## config.mk

```make
export PLATFORM = sky130hd
export DESIGN_NAME = pptc_job_queue
export DESIGN_NICKNAME = d
export VERILOG_FILES = /design/src/design/pptc_pkg.sv /design/src/design/pptc_job_queue.sv
export VERILOG_INCLUDE_DIRS = /design/src /design/src/design
export SDC_FILE = /design/constraint.sdc
export NUM_CORES = 1
export LEC_CHECK = 0
export ABC_AREA = 1
export BUFFER_PORTS_ARGS = -buffer_cell sky130_fd_sc_hd__buf_2
export CAP_MARGIN = 20
export CORE_MARGIN = 1.5
export CORE_UTILIZATION = 51
export CTS_CLUSTER_DIAMETER = 40
export DETAILED_ROUTE_END_ITERATION = 8
export HOLD_SLACK_MARGIN = 0.1
export PLACE_DENSITY = 0.78
export SLEW_MARGIN = 20
export SYNTH_ARGS = -nofsm -noshare
export SYNTH_HDL_FRONTEND = slang
export SYNTH_SLANG_ARGS = --single-unit
```

## constraint.sdc

```tcl
create_clock -name clk_i -period 3.1 [get_ports clk_i]
set_input_delay 0 -clock clk_i [delete_from_list [all_inputs] [get_ports clk_i]]
set_output_delay 0 -clock clk_i [all_outputs]
set_load 0.005 [all_outputs]
```

## src/design/pulse_peak_and_edge_timing_core_macros.svh

```systemverilog
// Assertion macros shared by the pulse peak and edge timing core modules.
`ifndef PULSE_PEAK_AND_EDGE_TIMING_CORE_MACROS_SVH
`define PULSE_PEAK_AND_EDGE_TIMING_CORE_MACROS_SVH

// Checks a property on every rising clock edge outside reset.
`define PPTC_ASSERT(lbl, prop, msg) \
  lbl: assert property (@(posedge clk_i) disable iff (!rst_ni) prop) \
    else $error(msg);

// Checks that a condition never holds on a rising clock edge outside reset.
`define PPTC_ASSERT_NEVER(lbl, cond, msg) \
  lbl: assert property (@(posedge clk_i) disable iff (!rst_ni) !(cond)) \
    else $error(msg);

`endif

```

## src/design/pptc_pkg.sv

```systemverilog
// Shared constants, types and level tables of the pulse peak and edge timing core.
package pptc_pkg;

  // Store geometry and field widths.
  localparam int unsigned DEPTH       = 1024;
  localparam int unsigned SAMPLE_W    = 16;
  localparam int unsigned IDX_W       = $clog2(DEPTH);
  localparam int unsigned CNT_W       = $clog2(DEPTH + 1);
  localparam int unsigned NUM_BANKS   = 2;
  localparam int unsigned BANK_W      = $clog2(NUM_BANKS);
  localparam int unsigned ADDR_W      = BANK_W + IDX_W;
  localparam int unsigned FRAC_W      = 16;
  localparam int unsigned DIST_W      = SAMPLE_W + FRAC_W;
  localparam int unsigned MAX_DIST_W  = 16;
  localparam int unsigned QUEUE_DEPTH = 2;

  localparam logic [MAX_DIST_W-1:0] MAX_DIST_RESET = MAX_DIST_W'(10000);

  // Level slots, in result order.
  localparam int unsigned NUM_LEVELS = 6;
  localparam int unsigned LVL_W      = $clog2(NUM_LEVELS);

  localparam logic [LVL_W-1:0] LVL_HALF_RISE = LVL_W'(0);
  localparam logic [LVL_W-1:0] LVL_HALF_FALL = LVL_W'(1);
  localparam logic [LVL_W-1:0] LVL_RISE10    = LVL_W'(2);
  localparam logic [LVL_W-1:0] LVL_RISE90    = LVL_W'(3);
  localparam logic [LVL_W-1:0] LVL_RISE5     = LVL_W'(4);
  localparam logic [LVL_W-1:0] LVL_RISE95    = LVL_W'(5);

  // Only the half level on the falling edge searches after the peak.
  localparam logic [NUM_LEVELS-1:0] LEVEL_AFTER = NUM_LEVELS'(1) << LVL_HALF_FALL;

  // Level fractions as unsigned 0.16 fixed point.
  function automatic logic [FRAC_W-1:0] level_frac(input logic [LVL_W-1:0] lvl);
    logic [FRAC_W-1:0] frac;
    unique case (lvl) inside
      LVL_HALF_RISE, LVL_HALF_FALL: frac = FRAC_W'(32768);
      LVL_RISE10:                   frac = FRAC_W'(6554);
      LVL_RISE90:                   frac = FRAC_W'(58982);
      LVL_RISE5:                    frac = FRAC_W'(3277);
      LVL_RISE95:                   frac = FRAC_W'(62259);
      default:                      frac = '0;
    endcase
    return frac;
  endfunction

  // One finished waveform, handed from the front to the back.
  typedef struct packed {
    logic [BANK_W-1:0]   bank;
    logic [CNT_W-1:0]    count;
    logic [SAMPLE_W-1:0] peak_value;
    logic [IDX_W-1:0]    peak_index;
    logic                dropped;
  } job_t;

  // Sample store write port.
  typedef struct packed {
    logic                en;
    logic [ADDR_W-1:0]   addr;
    logic [SAMPLE_W-1:0] data;
  } store_wr_t;

  // Bank release from the back once a search is finished.
  typedef struct packed {
    logic              valid;
    logic [BANK_W-1:0] bank;
  } bank_release_t;

endpackage

```

## src/design/pptc_job_queue.sv

```systemverilog
// Short queue of finished waveforms between the front and the back.
`include "pulse_peak_and_edge_timing_core_macros.svh"

module pptc_job_queue (
  input  logic           clk_i,
  input  logic           rst_ni,
  input  logic           push_i,
  input  pptc_pkg::job_t job_i,
  output logic           full_o,
  input  logic           pop_i,
  output pptc_pkg::job_t job_o,
  output logic           empty_o
);

  localparam int unsigned PTR_W = (pptc_pkg::QUEUE_DEPTH > 1) ?
                                  $clog2(pptc_pkg::QUEUE_DEPTH) : 1;
  localparam int unsigned QCNT_W = $clog2(pptc_pkg::QUEUE_DEPTH + 1);

  pptc_pkg::job_t    entries_q [pptc_pkg::QUEUE_DEPTH];
  logic [PTR_W-1:0]  wr_ptr_q, rd_ptr_q;
  logic [QCNT_W-1:0] cnt_q;

  function automatic logic [PTR_W-1:0] next_ptr(input logic [PTR_W-1:0] ptr);
    return (ptr == PTR_W'(pptc_pkg::QUEUE_DEPTH - 1)) ? '0 : ptr + PTR_W'(1);
  endfunction

  assign full_o  = cnt_q == QCNT_W'(pptc_pkg::QUEUE_DEPTH);
  assign empty_o = cnt_q == '0;
  assign job_o   = entries_q[rd_ptr_q];

  // Entry storage.
  always_ff @(posedge clk_i) begin
    if (push_i) begin
      entries_q[wr_ptr_q] <= job_i;
    end
  end

  // Pointers and fill count.
  always_ff @(posedge clk_i or negedge rst_ni) begin
    if (!rst_ni) begin
      wr_ptr_q <= '0;
      rd_ptr_q <= '0;
      cnt_q    <= '0;
    end else begin
      if (push_i) begin
        wr_ptr_q <= next_ptr(wr_ptr_q);
      end
      if (pop_i) begin
        rd_ptr_q <= next_ptr(rd_ptr_q);
      end
      if (push_i && !pop_i) begin
        cnt_q <= cnt_q + QCNT_W'(1);
      end else if (pop_i && !push_i) begin
        cnt_q <= cnt_q - QCNT_W'(1);
      end
    end
  end

  // The front must hold off when the queue is full, the back when it is empty.
  `PPTC_ASSERT_NEVER(a_push_when_full, push_i && full_o, "push into a full job queue")
  `PPTC_ASSERT_NEVER(a_pop_when_empty, pop_i && empty_o, "pop from an empty job queue")

endmodule

```

After elaboration in Yosys (flattened, before gate mapping)
Memories as Yosys holds them, arrays and structs flattened.
Index checks and enable logic that the tools add are counted.
{"block": "op_classes", "add_sub_neg": 4, "mul": 0, "div": 0, "n_lt_le_gt_ge": 0, "n_eq_ne": 1, "shift": 0, "n_mux": 6, "n_bitwise": 0, "reduce_logical": 6}
{"cell": "2-to-1 mux 1 bit", "n": 4}
{"cell": "2-to-1 mux 2 bit", "n": 2}
{"cell": "adder 1 bit, second input constant", "n": 2}
{"cell": "adder 2 x 1 -> 2 bit, second input constant", "n": 1}
{"cell": "== test 2 bit, second input constant", "n": 1}
{"cell": "logical AND 1 bit", "n": 2}
{"cell": "zero test 1 bit", "n": 2}
{"cell": "zero test 2 bit", "n": 1}
{"cell": "nonzero test 2 bit", "n": 1}
{"cell": "subtractor 2 x 1 -> 2 bit, second input constant", "n": 1}
{"block": "word_totals", "regBits": 4, "latch_bits": 0, "mem_bits_rw": 78, "rom_bits": 0, "inputBits": 43, "mem_count": 1}
{"memory": "entries_q", "words": 2, "word_bits": 39, "rd": 1, "rd_clocked_by_memory_dff": 0, "wr": 1, "line": "pptc_job_queue.sv:19", "text": "pptc_pkg::job_t entries_q [pptc_pkg::QUEUE_DEPTH];"}

Logic depth before layout (Yosys ltp)
Gate-level depths: netlist of the first run.
{"block": "depth", "word_depth": 4, "depth_mapped": 7, "depth_no_buf": 7}

Worst setup path after synthesis of the first run
No wires, ideal clock.
{"block": "synth_timing", "kind": "flip-flop to flip-flop", "startpoint": "reg wr_ptr_q", "endpoint": "mem entries_q[0][0] (netlist bit), enable pin", "arrival_time_ns": 2.054, "required_ns": 2.664, "setup_slack_ns": 0.610, "path_stages_with_launch": 2, "n_path_buf": 0, "synth_period_minus_slack_ns": 2.490, "path_cell_list": "dfrtp_1 -> nor2_1"}
{"element": "from (decl)", "line": "pptc_job_queue.sv:20", "text": "logic [PTR_W-1:0] wr_ptr_q, rd_ptr_q;"}
{"element": "from (signal assigned)", "line": "pptc_job_queue.sv:46", "text": "wr_ptr_q <= next_ptr(wr_ptr_q);"}
{"element": "to (decl)", "line": "pptc_job_queue.sv:19"}
Straight into the memory's write port.

==> qor.txt, run 1 <==
Hold Buf Count CTS: 43
Met2 usage: 30.8%
Die Height: 80.1 um
Worst min path class: input pin to flip-flop
Leakage power total: 1.61 nW
Setup Buffers After CTS: 0
Largest net degree at the start of global routing: 41
First-pass GRT wire length: 8280 um
Status: finished clean
GRT overflow: 0
Clock sinks: 82
Slew HR: 39.4%
CP Data Required Time: 3.10 ns
Ports: 84
Critical Path Source Type: flip-flop
Clk_skew: 0.00543 ns
Main combinational cell family by area after synthesis: multiplexers
Max cap viols: 0
Setup TNS: 0 ns
Syn Area/Cell: 20.8 um2
Detailed Place HPWL: 3460 um
Vias: 1733
Sequential share of power: 53.4%
Library cells used by synthesis: 12
Global Route Usage Sum: 18.0%
Switching Share: 27.4%
Dpl ws: 1.40 ns
Via density: 4.84
RSZ-0062 raised after global routing: false
Mapped cell area: 3030 um2
PD cells: 746 nW/um2
Initial Utilization: 54.1%
Mux contribution to synthesized area: 14.5%
Nets@finish: 325
Power share of the combinational group: 26.5%
Most crowded layer after global routing: met2
DRT iter0 DRCs: 106
Synth Net Count: 190
# diodes: 0
CTS-repair resized insts: 0
Crit-path max FO: 40
Core Area: 5610 um2
Die area: 6420 um2
P_sw: 0.841 mW
Sequential area share after synthesis: 80.5%
Fin. max-slew vios: 0
Worst vdd ir: 0.457 mV
CTS tree: done
Area grow syn2layout: 35.6%
Root buf cell: clkbuf_8
Period utilization: 60.3%
Share of layout cells above drive strength 1: 47.9%
DRT Pass-1 Iters: 4
Clock Path Buffers: 2
DR WL/cell: 15.7 um
Number of global-route vias before repair: 1764
Post-synthesis adder-cell area fraction: 0.413%
YS warnings: 0
Post-Synth Simple-Gate Area: 1.36%
H-tree depth: 3
Final Hold Viols: 0
M1 GR Usage: 21.3%
PortBufs: 83
Yosys reg bits: 82
Die Width: 80.1 um
Post-route ant nets: 0
Row count: 27
Final min period: 1.87 ns
Slew at the pin closest to its max-slew limit: 0.909 ns
Clk slew on worst S/H paths: 0.07 ns
Compound-cell area share of the yosys netlist: 0%
Num CTS Buffers: 9
Post-Syn Instances: 146
Fmax: 0.535 GHz
Final WL: 5630 um
GRT met3 Usage: 3.98%
Initial antenna violation count: 0
Worst Path Arrival: 1.87 ns
Clk pwr share: 20.1%
Crit Path Class: flip-flop to output pin
Setup ws final: 1.23 ns
Final setup vio count: 0
Final GP Congestion: 0.673
Setup crit end kind: output pin
DRC viols: 0
Post-Synth XOR/XNOR Area: 0.866%
Int Pwr: 2.23 mW
Skew-Pair Late Insertion Delay: 0.32 ns
## state kept, by name (all words and copies together), names as in the netlist
| name | count |
|---|---|
| wr_ptr_q | 1 |
| entries_q | 78 |
| rd_ptr_q | 1 |
| cnt_q | 2 |
## critical path, stage by stage (launching register included)
cell     delay (ns)
dfrtp_2        0.97
mux2_2         0.43
buf_2          0.14
## Yosys cell counts
cell type  instances  area share (%)
edfxtp_1          78              77
mux2_2            39              14
dfrtp_1            4             3.3
nand2_1            5            0.62
inv_1              7            0.87
xor2_1             2            0.58
ha_1               1            0.41
nand4_1            1            0.21
nor2_1             3            0.37
buf_6              4             1.5
xnor2_1            1            0.29
nand3_1            1            0.16
## per-stage QoR
stage	std cells	instance area (um2)	power, mW	hold slack [ns]	utilization, %
2_1_floorplan	146	3030	2.11	-0.296	-
3_3_place_gp	299	3530	2.41	-0.187	62.9
3_5_place_dp	299	3530	2.44	-0.184	62.9
4_1_cts	358	4110	3.09	0.380	73.3
5_1_grt	358	4110	3.22	0.383	73.3
6_report	358	4110	3.07	0.398	73.3
## placed cells by master (no fill, tap or decap), types with 2 or more instances in the layout
| cell type | instances |
|---|---|
| buf_2 | 83 |
| clkbuf_1 | 2 |
| clkbuf_8 | 9 |
| clkinv_1 | 3 |
| clkinv_2 | 2 |
| dfrtp_1 | 3 |
| dlygate4sd3_1 | 43 |
| edfxtp_1 | 78 |
| inv_1 | 7 |
| mux2_2 | 39 |
| nand2_1 | 5 |
| nor2_1 | 2 |
| xor2_1 | 2 |
## path summary, 6_finish.rpt
check                          start          endpoint  slack [ns]  cells past startpoint
hold reg to reg             wr_ptr_q          wr_ptr_q        0.55                      1
hold / removal             job_i[15]  entries_q[0][15]        0.40                      2
min in group asynchronous     rst_ni          cnt_q[0]        0.58                      3
max in group asynchronous     rst_ni          rd_ptr_q        2.32                      3
setup reg to reg            wr_ptr_q   entries_q[1][1]        1.41                      3
setup / recovery            rd_ptr_q         job_o[23]        1.23                      2
## final cells by class
| type | count | area, um2 |
|---|---|---|
| clock buffers | 11 | 131 |
| clock inverters | 5 | 21.3 |
| fillers | 385 | 1500 |
| inverters | 7 | 26.3 |
| multi-input cells | 53 | 527 |
| flip-flops and latches | 82 | 2440 |
| well taps | 72 | 90.1 |
| repair buffers | 128 | 873 |
## logic make-up (layout without fill, tap and decap cells)
family / count (synthesis) / in the layout
XOR/XNOR: 3 / 3
adder cells (fa/ha/maj): 1 / 1
buffers and inverters: 11 / 151
flip-flops: 82 / 82
multiplexers: 39 / 39
AND/OR/NAND/NOR: 10 / 10
## per-layer routing
layer	vias up	share of wire (%)
met5	-	0
met4	0	2.1
met3	9	3.6
met2	48	53
met1	850	41
li1	826	-
## power groups by stage
| stage | clock network, mW | registers [mW] | logic [mW] |
|---|---|---|---|
| detailed placement | 0 | 1.67 | 0.773 |
| global placement | 0 | 1.65 | 0.760 |
| global route | 0.678 | 1.67 | 0.875 |
| CTS | 0.630 | 1.64 | 0.818 |
| floorplan | 0 | 1.56 | 0.554 |
| finish | 0.616 | 1.64 | 0.813 |
Note: power is estimated with default switching activity, not from simulation.
==> inputs of run 2 (changes only) <==
Settings changed: ABC_AREA 1 to 0.
Clock period 3.1 ns to 1.88 ns, I/O delays scaled along.
==> qor.txt, run 2 <==
Status: finished clean
Crit Path Class: flip-flop to output pin
Clk slew on worst S/H paths: 0.07 ns (about the same)
Skew-Pair Late Insertion Delay: 0.34 ns (+0.02 ns)
DRT iter0 DRCs: 80 (-25%)
CP Data Required Time: 1.88 ns (-1.22 ns)
Final WL: 5470 um (-2.8%)
DRC viols: 0 (unchanged)
Most common cell after layout, fill and taps aside: buf_2
Final Hold Viols: 0 (unchanged)
DRT Pass-1 Iters: 6 (+2)
Die Height: 79.9 um (-0.32%)
Crit path max-delay family: flip-flops
Initial Utilization: 53.7% (-0.36 points)
Via density: 4.87 (+0.64%)
Final GP Congestion: 0.705 (+4.8%)
Setup TNS: 0 ns (unchanged)
Initial antenna violation count: 0 (unchanged)
Top-area cell type share of the netlist area: 77.7% (+0.51 points)
First-pass GRT wire length: 8430 um (+1.8%)
Syn Area/Cell: 22.0 um2 (+5.9%)
Largest net degree at the start of global routing: 28 (-32%)
PD cells: 1290 nW/um2 (+73%)
Final Non-Filler Cells: 351 (-2.0%)
P_sw: 1.40 mW (+66%)
Commonest cells after routing, fill and taps aside: buf_2 (83), edfxtp_1 (78), dlygate4sd3_1 (43)
Critical Path Source Type: flip-flop
Critical R2R Launch: wr_ptr_q
Int Pwr: 4.00 mW (+79%)
PortBufs: 83 (unchanged)
Most frequent cell after synthesis: edfxtp_1
Worst Path Arrival: 1.68 ns (-0.19 ns)
CP Cell Sequence: buf_12, mux2_2, buf_2
Final min period: 1.68 ns
Post-Syn Instances: 137 (-6.2%)
R2R Setup Slk: 0.51 ns (-0.90 ns)
Nets@finish: 318 (-2.2%)
Final setup vio count: 0 (unchanged)
Clk_skew: 0.00564 ns (+0.000208 ns)
Library cells used by synthesis: 11 (-1)
Clock sinks: 82 (unchanged)
Num CTS Buffers: 9 (unchanged)
DR WL/cell: 15.6 um (-0.83%)
Regs by FF count: entries_q (78), cnt_q (2)
Sequential share of power: 48.3% (-5.1 points)
Fmax: 0.595 GHz
Synth Net Count: 181 (-4.7%)
CTS-repair resized insts: 0 (unchanged)
Clk pwr share: 24.5% (+4.4 points)
Max Used Layer: met4
Slew HR: 75.4% (+36 points)
Share of layout cells above drive strength 1: 51.3% (+3.4 points)
Sequential area share after synthesis: 81.1% (+0.54 points)
Power share of the combinational group: 27.2% (+0.7 points)
Wire length on met1: 2150 um (-8.0%)
# diodes: 0 (unchanged)
Crit-path max FO: 26 (-35%)
Clock Path Buffers: 2 (unchanged)
Yosys reg bits: 82 (unchanged)
Period utilization: 89.4%
Global Route Usage Sum: 18.6% (+0.54 points)
Fillcell total: 375 (-2.6%)
Leakage power total: 1.62 nW (+0.64%)
Fin. max-slew vios: 0 (unchanged)
Cell count after placement: 292 (-2.3%)
Die Width: 79.9 um (-0.32%)
Area leader, netlist: edfxtp_1
Largest reg by FF count: entries_q
WHS Endpoint: entries_q[0][36]
Worst vdd ir: 0.724 mV (+58%)
CP max-delay cell: dfrtp_2
Max cap viols: 0 (unchanged)
CTS tree: done
Switching Share: 25.9% (-1.5 points)
Final core occ: 74.5% (+1.2 points)
Largest cells by area after synthesis: edfxtp_1 (78%), mux2_2 (15%), dfrtp_1 (3.3%)
Min-delay src: job_i[36]
Worst R2R Path Depth: 2 (-1)
Setup crit end kind: output pin
YS warnings: 0 (unchanged)
Number of global-route vias before repair: 1829 (+3.7%)
Largest register FFs: 78 (unchanged)
Ports: 84 (unchanged)
Worst min path class: input pin to flip-flop
Slew at the pin closest to its max-slew limit: 0.369 ns (-0.541 ns)
H-tree depth: 3 (unchanged)
Hold depth: 2 (unchanged)
Core Area: 5610 um2 (unchanged)
Async SR Flop Fraction: 4.88% (unchanged)
Area grow syn2layout: 38.7%
Root buf cell: clkbuf_8
WL met2: 2940 um (-1.2%)
RSZ-0062 raised after global routing: false
Mapped cell area: 3010 um2 (-0.66%)
Die area: 6380 um2 (-0.64%)
Row count: 27 (unchanged)
Vias: 1710 (-1.3%)
Post-synth top cells: edfxtp_1 (78), mux2_2 (39), buf_6 (4), dfrtp_1 (4), xor2_1 (4)
EDFF count, synth: 78 (unchanged)
Met3 Routed Length: 220 um (+8.9%)
Detailed Place HPWL: 3360 um (-2.9%)
CP peak stage delay: 0.60 ns (-0.37 ns)
Top FF cell, synth: edfxtp_1
GRT overflow: 0 (unchanged)
Worst path bufs/invs: 2 (+1)
Post-route ant nets: 0 (unchanged)
Reg2reg end: entries_q[1][3]
==> run 2: repair_timing <==
item,CTS,global route
buffers inserted,0,0
setup endpoints to repair,0,0
hold buffers,43,0
endpoints found under the hold margin,85,0
==> run 2: layer usage <==
metal	track usage [%]	vias to the layer above
met3	3.43	15
met2	32.5	57
met4	12.1	0
li1	-	805
met1	20.7	833
met5	0	-
==> run 2: final cells by class <==
cell class / instances / area, um2 / area share [%]
sequential: 82 / 2440 / 58.5
timing repair buffer: 130 / 901 / 21.6
multi-input combinational: 50 / 531 / 12.7
clock buffer: 10 / 128 / 3.05
tap: 72 / 90.1 / 2.16
clock inverter: 6 / 81.3 / 1.95
inverter: 1 / 3.75 / 0.0898
==> run 2: worst reg2reg max path: cells and delay by family (launching register included) <==
family	cells	cell delay, ns
DFF	1	0.43
and+or+nand+nor	1	0.39
buffers and inverters	1	0.25
==> run 2: kinds of logic (layout without fill, tap and decap cells) <==
family                     count (synthesis)  in the layout  synth area share, %
xor gates and xnor gates                   5              5                 1.45
muxes                                     39             39                 14.6
and+or+nand+nor                            5              5                0.872
DFF                                       82             82                 81.1
buffers and inverters                      5            147                 1.62
adders and majority gates                  1              1                0.415
==> run 2: power by group through the flow <==
stage / Clock (mW) / Combinational (mW) / Sequential (mW)
floorplan: 0 / 0.907 / 2.56
global placement: 0 / 1.40 / 2.62
detailed placement: 0 / 1.41 / 2.65
CTS: 1.34 / 1.49 / 2.61
global route: 1.43 / 1.59 / 2.65
finish: 1.32 / 1.47 / 2.60
==> run 2: worst max-delay path by stage <==
stage | from | to | slack [ns] | cells after the start
floorplan | wr_ptr_q | entries_q[0][0] | 0.03 | 1
global placement | wr_ptr_q | entries_q[1][19] | 0.53 | 2
detailed placement | wr_ptr_q | entries_q[1][38] | 0.49 | 2
CTS | rd_ptr_q | job_o[27] | 0.16 | 3
global route | rd_ptr_q | job_o[6] | 0.13 | 3
finish | rd_ptr_q | job_o[27] | 0.20 | 3
==> run 2: per-stage QoR <==
step           cell area (um2)  power [mW]  setup WS (ns)  hold WS [ns]
2_1_floorplan             3020        3.47         0.0337        -0.296
3_3_place_gp              3540        4.02          0.534        -0.187
3_5_place_dp              3540        4.06          0.487        -0.186
4_1_cts                   4180        5.45          0.165         0.360
5_1_grt                   4180        5.66          0.135         0.365
6_report                  4180        5.39          0.200         0.379
==> inputs of run 3 (changes only) <==
--- a/config.mk
+++ b/config.mk
@@ -11,2 +11,3 @@
 export CAP_MARGIN = 20
+export CORE_ASPECT_RATIO = 0.7
 export CORE_MARGIN = 1.5
==> constraint.sdc (replaced) <==
create_clock -name clk_i -period 1.88 [get_ports clk_i]
set_input_delay 0.282 -clock clk_i [delete_from_list [all_inputs] [get_ports clk_i]]
set_output_delay 0.282 -clock clk_i [all_outputs]
set_load 0.005 [all_outputs]
==> qor.txt, run 3 (same netlist as run 2, synthesis figures left out) <==
Status: finished clean
CP Data Required Time: 1.60 ns (-0.28 ns)
DRT iter0 DRCs: 50 (-38%)
Largest register FFs: 78 (unchanged)
Final min period: 1.73 ns (+0.0458 ns)
Crit Path Class: flip-flop to output pin
H-tree depth: 3 (unchanged)
# diodes: 0 (unchanged)
Leakage power total: 1.45 nW (-11%)
Final setup vio count: 0 (unchanged)
Commonest cells after routing, fill and taps aside: buf_2 (83), edfxtp_1 (78), mux2_2 (39)
DR WL/cell: 15.2 um (-2.5%)
Reg2reg end: entries_q[1][12]
Final GP Congestion: 0.652 (-7.4%)
First-pass GRT wire length: 7090 um (-16%)
Worst Path Arrival: 1.44 ns (-0.24 ns)
Setup TNS: 0 ns (unchanged)
Largest reg by FF count: entries_q
Num CTS Buffers: 9 (unchanged)
Regs by FF count: entries_q (78), cnt_q (2)
Number of global-route vias before repair: 1500 (-18%)
Final WL: 4760 um (-13%)
DRC viols: 0 (unchanged)
Via density: 4.85 (-0.45%)
Int Pwr: 3.97 mW (-0.72%)
Detailed Place HPWL: 3200 um (-4.7%)
Ports: 84 (unchanged)
GRT overflow: 0 (unchanged)
Multi-input gate area: 531 um2 (unchanged)
Worst min path class: input pin to flip-flop
Clock sinks: 82 (unchanged)
PortBufs: 83 (unchanged)
Reg area: 2440 um2 (unchanged)
DRT Pass-1 Iters: 4 (-2)
Die Height: 67.3 um (-16%)
Fillcell total: 423 (+13%)
Crit path max-delay family: flip-flops
Skew-Pair Late Insertion Delay: 0.35 ns (about the same)
Clk pwr share: 24.7% (+0.2 points)
Period utilization: 91.8% (+2.4 points)
P_sw: 1.35 mW (-3.1%)
Crit-path max FO: 30 (+15%)
Slew at the pin closest to its max-slew limit: 0.384 ns (+0.0153 ns)
Initial antenna violation count: 0 (unchanged)
Critical Path Source Type: flip-flop
Global Route Usage Sum: 16.0% (-2.6 points)
Post-route ant nets: 0 (unchanged)
Sequential share of power: 47.7% (-0.6 points)
Clk_skew: 0.00703 ns (+0.00139 ns)
Clk slew on worst S/H paths: 0.07 ns (about the same)
Power share of the combinational group: 27.6% (+0.4 points)
Nets@finish: 277 (-13%)
Share of layout cells above drive strength 1: 60.1% (+8.8 points)
CP Cell Sequence: buf_12, mux2_2, buf_2
Row count: 23 (-15%)
Worst R2R Path Depth: 2 (unchanged)
RSZ-0062 raised after global routing: false
Switching Share: 25.4% (-0.46 points)
Core Area: 5700 um2 (+1.6%)
Setup crit end kind: output pin
Die Width: 94.9 um (+19%)
R2R Setup Slk: 0.54 ns (+0.03 ns)
Min-delay src: job_i[18]
Slew HR: 74.4% (-1.0 points)
CP max-delay cell: dfrtp_2
Fin. max-slew vios: 0 (unchanged)
Most common cell after layout, fill and taps aside: buf_2
Clock Path Buffers: 2 (unchanged)
Worst Setup SP: rd_ptr_q
Fmax: 0.579 GHz (-2.7%)
PD cells: 1410 nW/um2 (+9.3%)
Initial Utilization: 52.9% (-0.85 points)
Largest net degree at the start of global routing: 31 (+11%)
Die area: 6380 um2 (+0.11%)
Critical R2R Launch: wr_ptr_q
WHS Endpoint: entries_q[0][18]
Vias: 1518 (-11%)
Final Hold Viols: 0 (unchanged)
CTS tree: done
Worst vdd ir: 0.725 mV (+0.14%)
Max cap viols: 0 (unchanged)
Root buf cell: clkbuf_8
CP peak stage delay: 0.39 ns (-0.21 ns)
Hold WS: 0.119 ns (-0.260 ns)
Worst path bufs/invs: 2 (unchanged)
Area grow syn2layout: 25.2%
Hold depth: 1 (-1)
==> run 3: changes by cell type in the layout (fill, tap and decap cells not counted), sizes merged <==
cell / before / now
dlygate4sd3: 43 / 1
buf: 87 / 88
clkinv: 3 / 1
clkbuf: 10 / 12
==> run 3: how the worst max path moves through the flow <==
stage | depth (start not counted) | slack [ns] | endpoint
2_1_floorplan | 1 | 0.03 | entries_q[0][0]
3_3_place_gp | 3 | 0.52 | job_o[6]
3_5_place_dp | 3 | 0.51 | job_o[6]
4_1_cts | 3 | 0.13 | job_o[6]
5_1_grt | 3 | 0.1 | job_o[6]
6_report | 3 | 0.15 | job_o[6]
==> run 3: final cells by class <==
cell class	count	share of cell area, %
timing repair buffer	89	12.9
sequential	82	64.8
tap	75	2.49
clock inverter	4	2.02
multi-input combinational	50	14.1
clock buffer	12	3.58
inverter	1	0.0995
==> run 3: through the flow <==
stage | instances | util (%) | worst slack [ns] | area, um2 | power (mW)
after floorplan | 137 | - | 0.0337 | 3020 | 3.47
after global placement | 296 | 62.3 | 0.523 | 3550 | 4.05
after detailed placement | 296 | 62.3 | 0.512 | 3550 | 4.08
after CTS | 313 | 66.2 | 0.127 | 3770 | 5.40
after global routing | 313 | 66.2 | 0.0986 | 3770 | 5.60
final | 313 | 66.2 | 0.154 | 3770 | 5.32
==> run 3: metal layers <==
metal / wire length [um] / GRT usage [%]
met5: 0 / 0
met4: 93 / 8.96
met3: 410 / 6.53
met2: 2290 / 24.9
met1: 1960 / 19.1
==> run 3: what timing repair did <==
action / CTS / global route
gates resized for setup: 0 / 0
setup endpoints to repair: 0 / 0
buffers inserted: 0 / 0
hold buffers: 1 / 0
endpoints found under the hold margin: 4 / 0
==> run 3: power by group through the flow <==
stage,Combinational (mW),Sequential (mW),Clock [mW]
CTS,1.50,2.54,1.35
global route,1.62,2.58,1.41
detailed placement,1.49,2.58,0
global placement,1.48,2.57,0
finish,1.47,2.54,1.31
floorplan,0.907,2.56,0
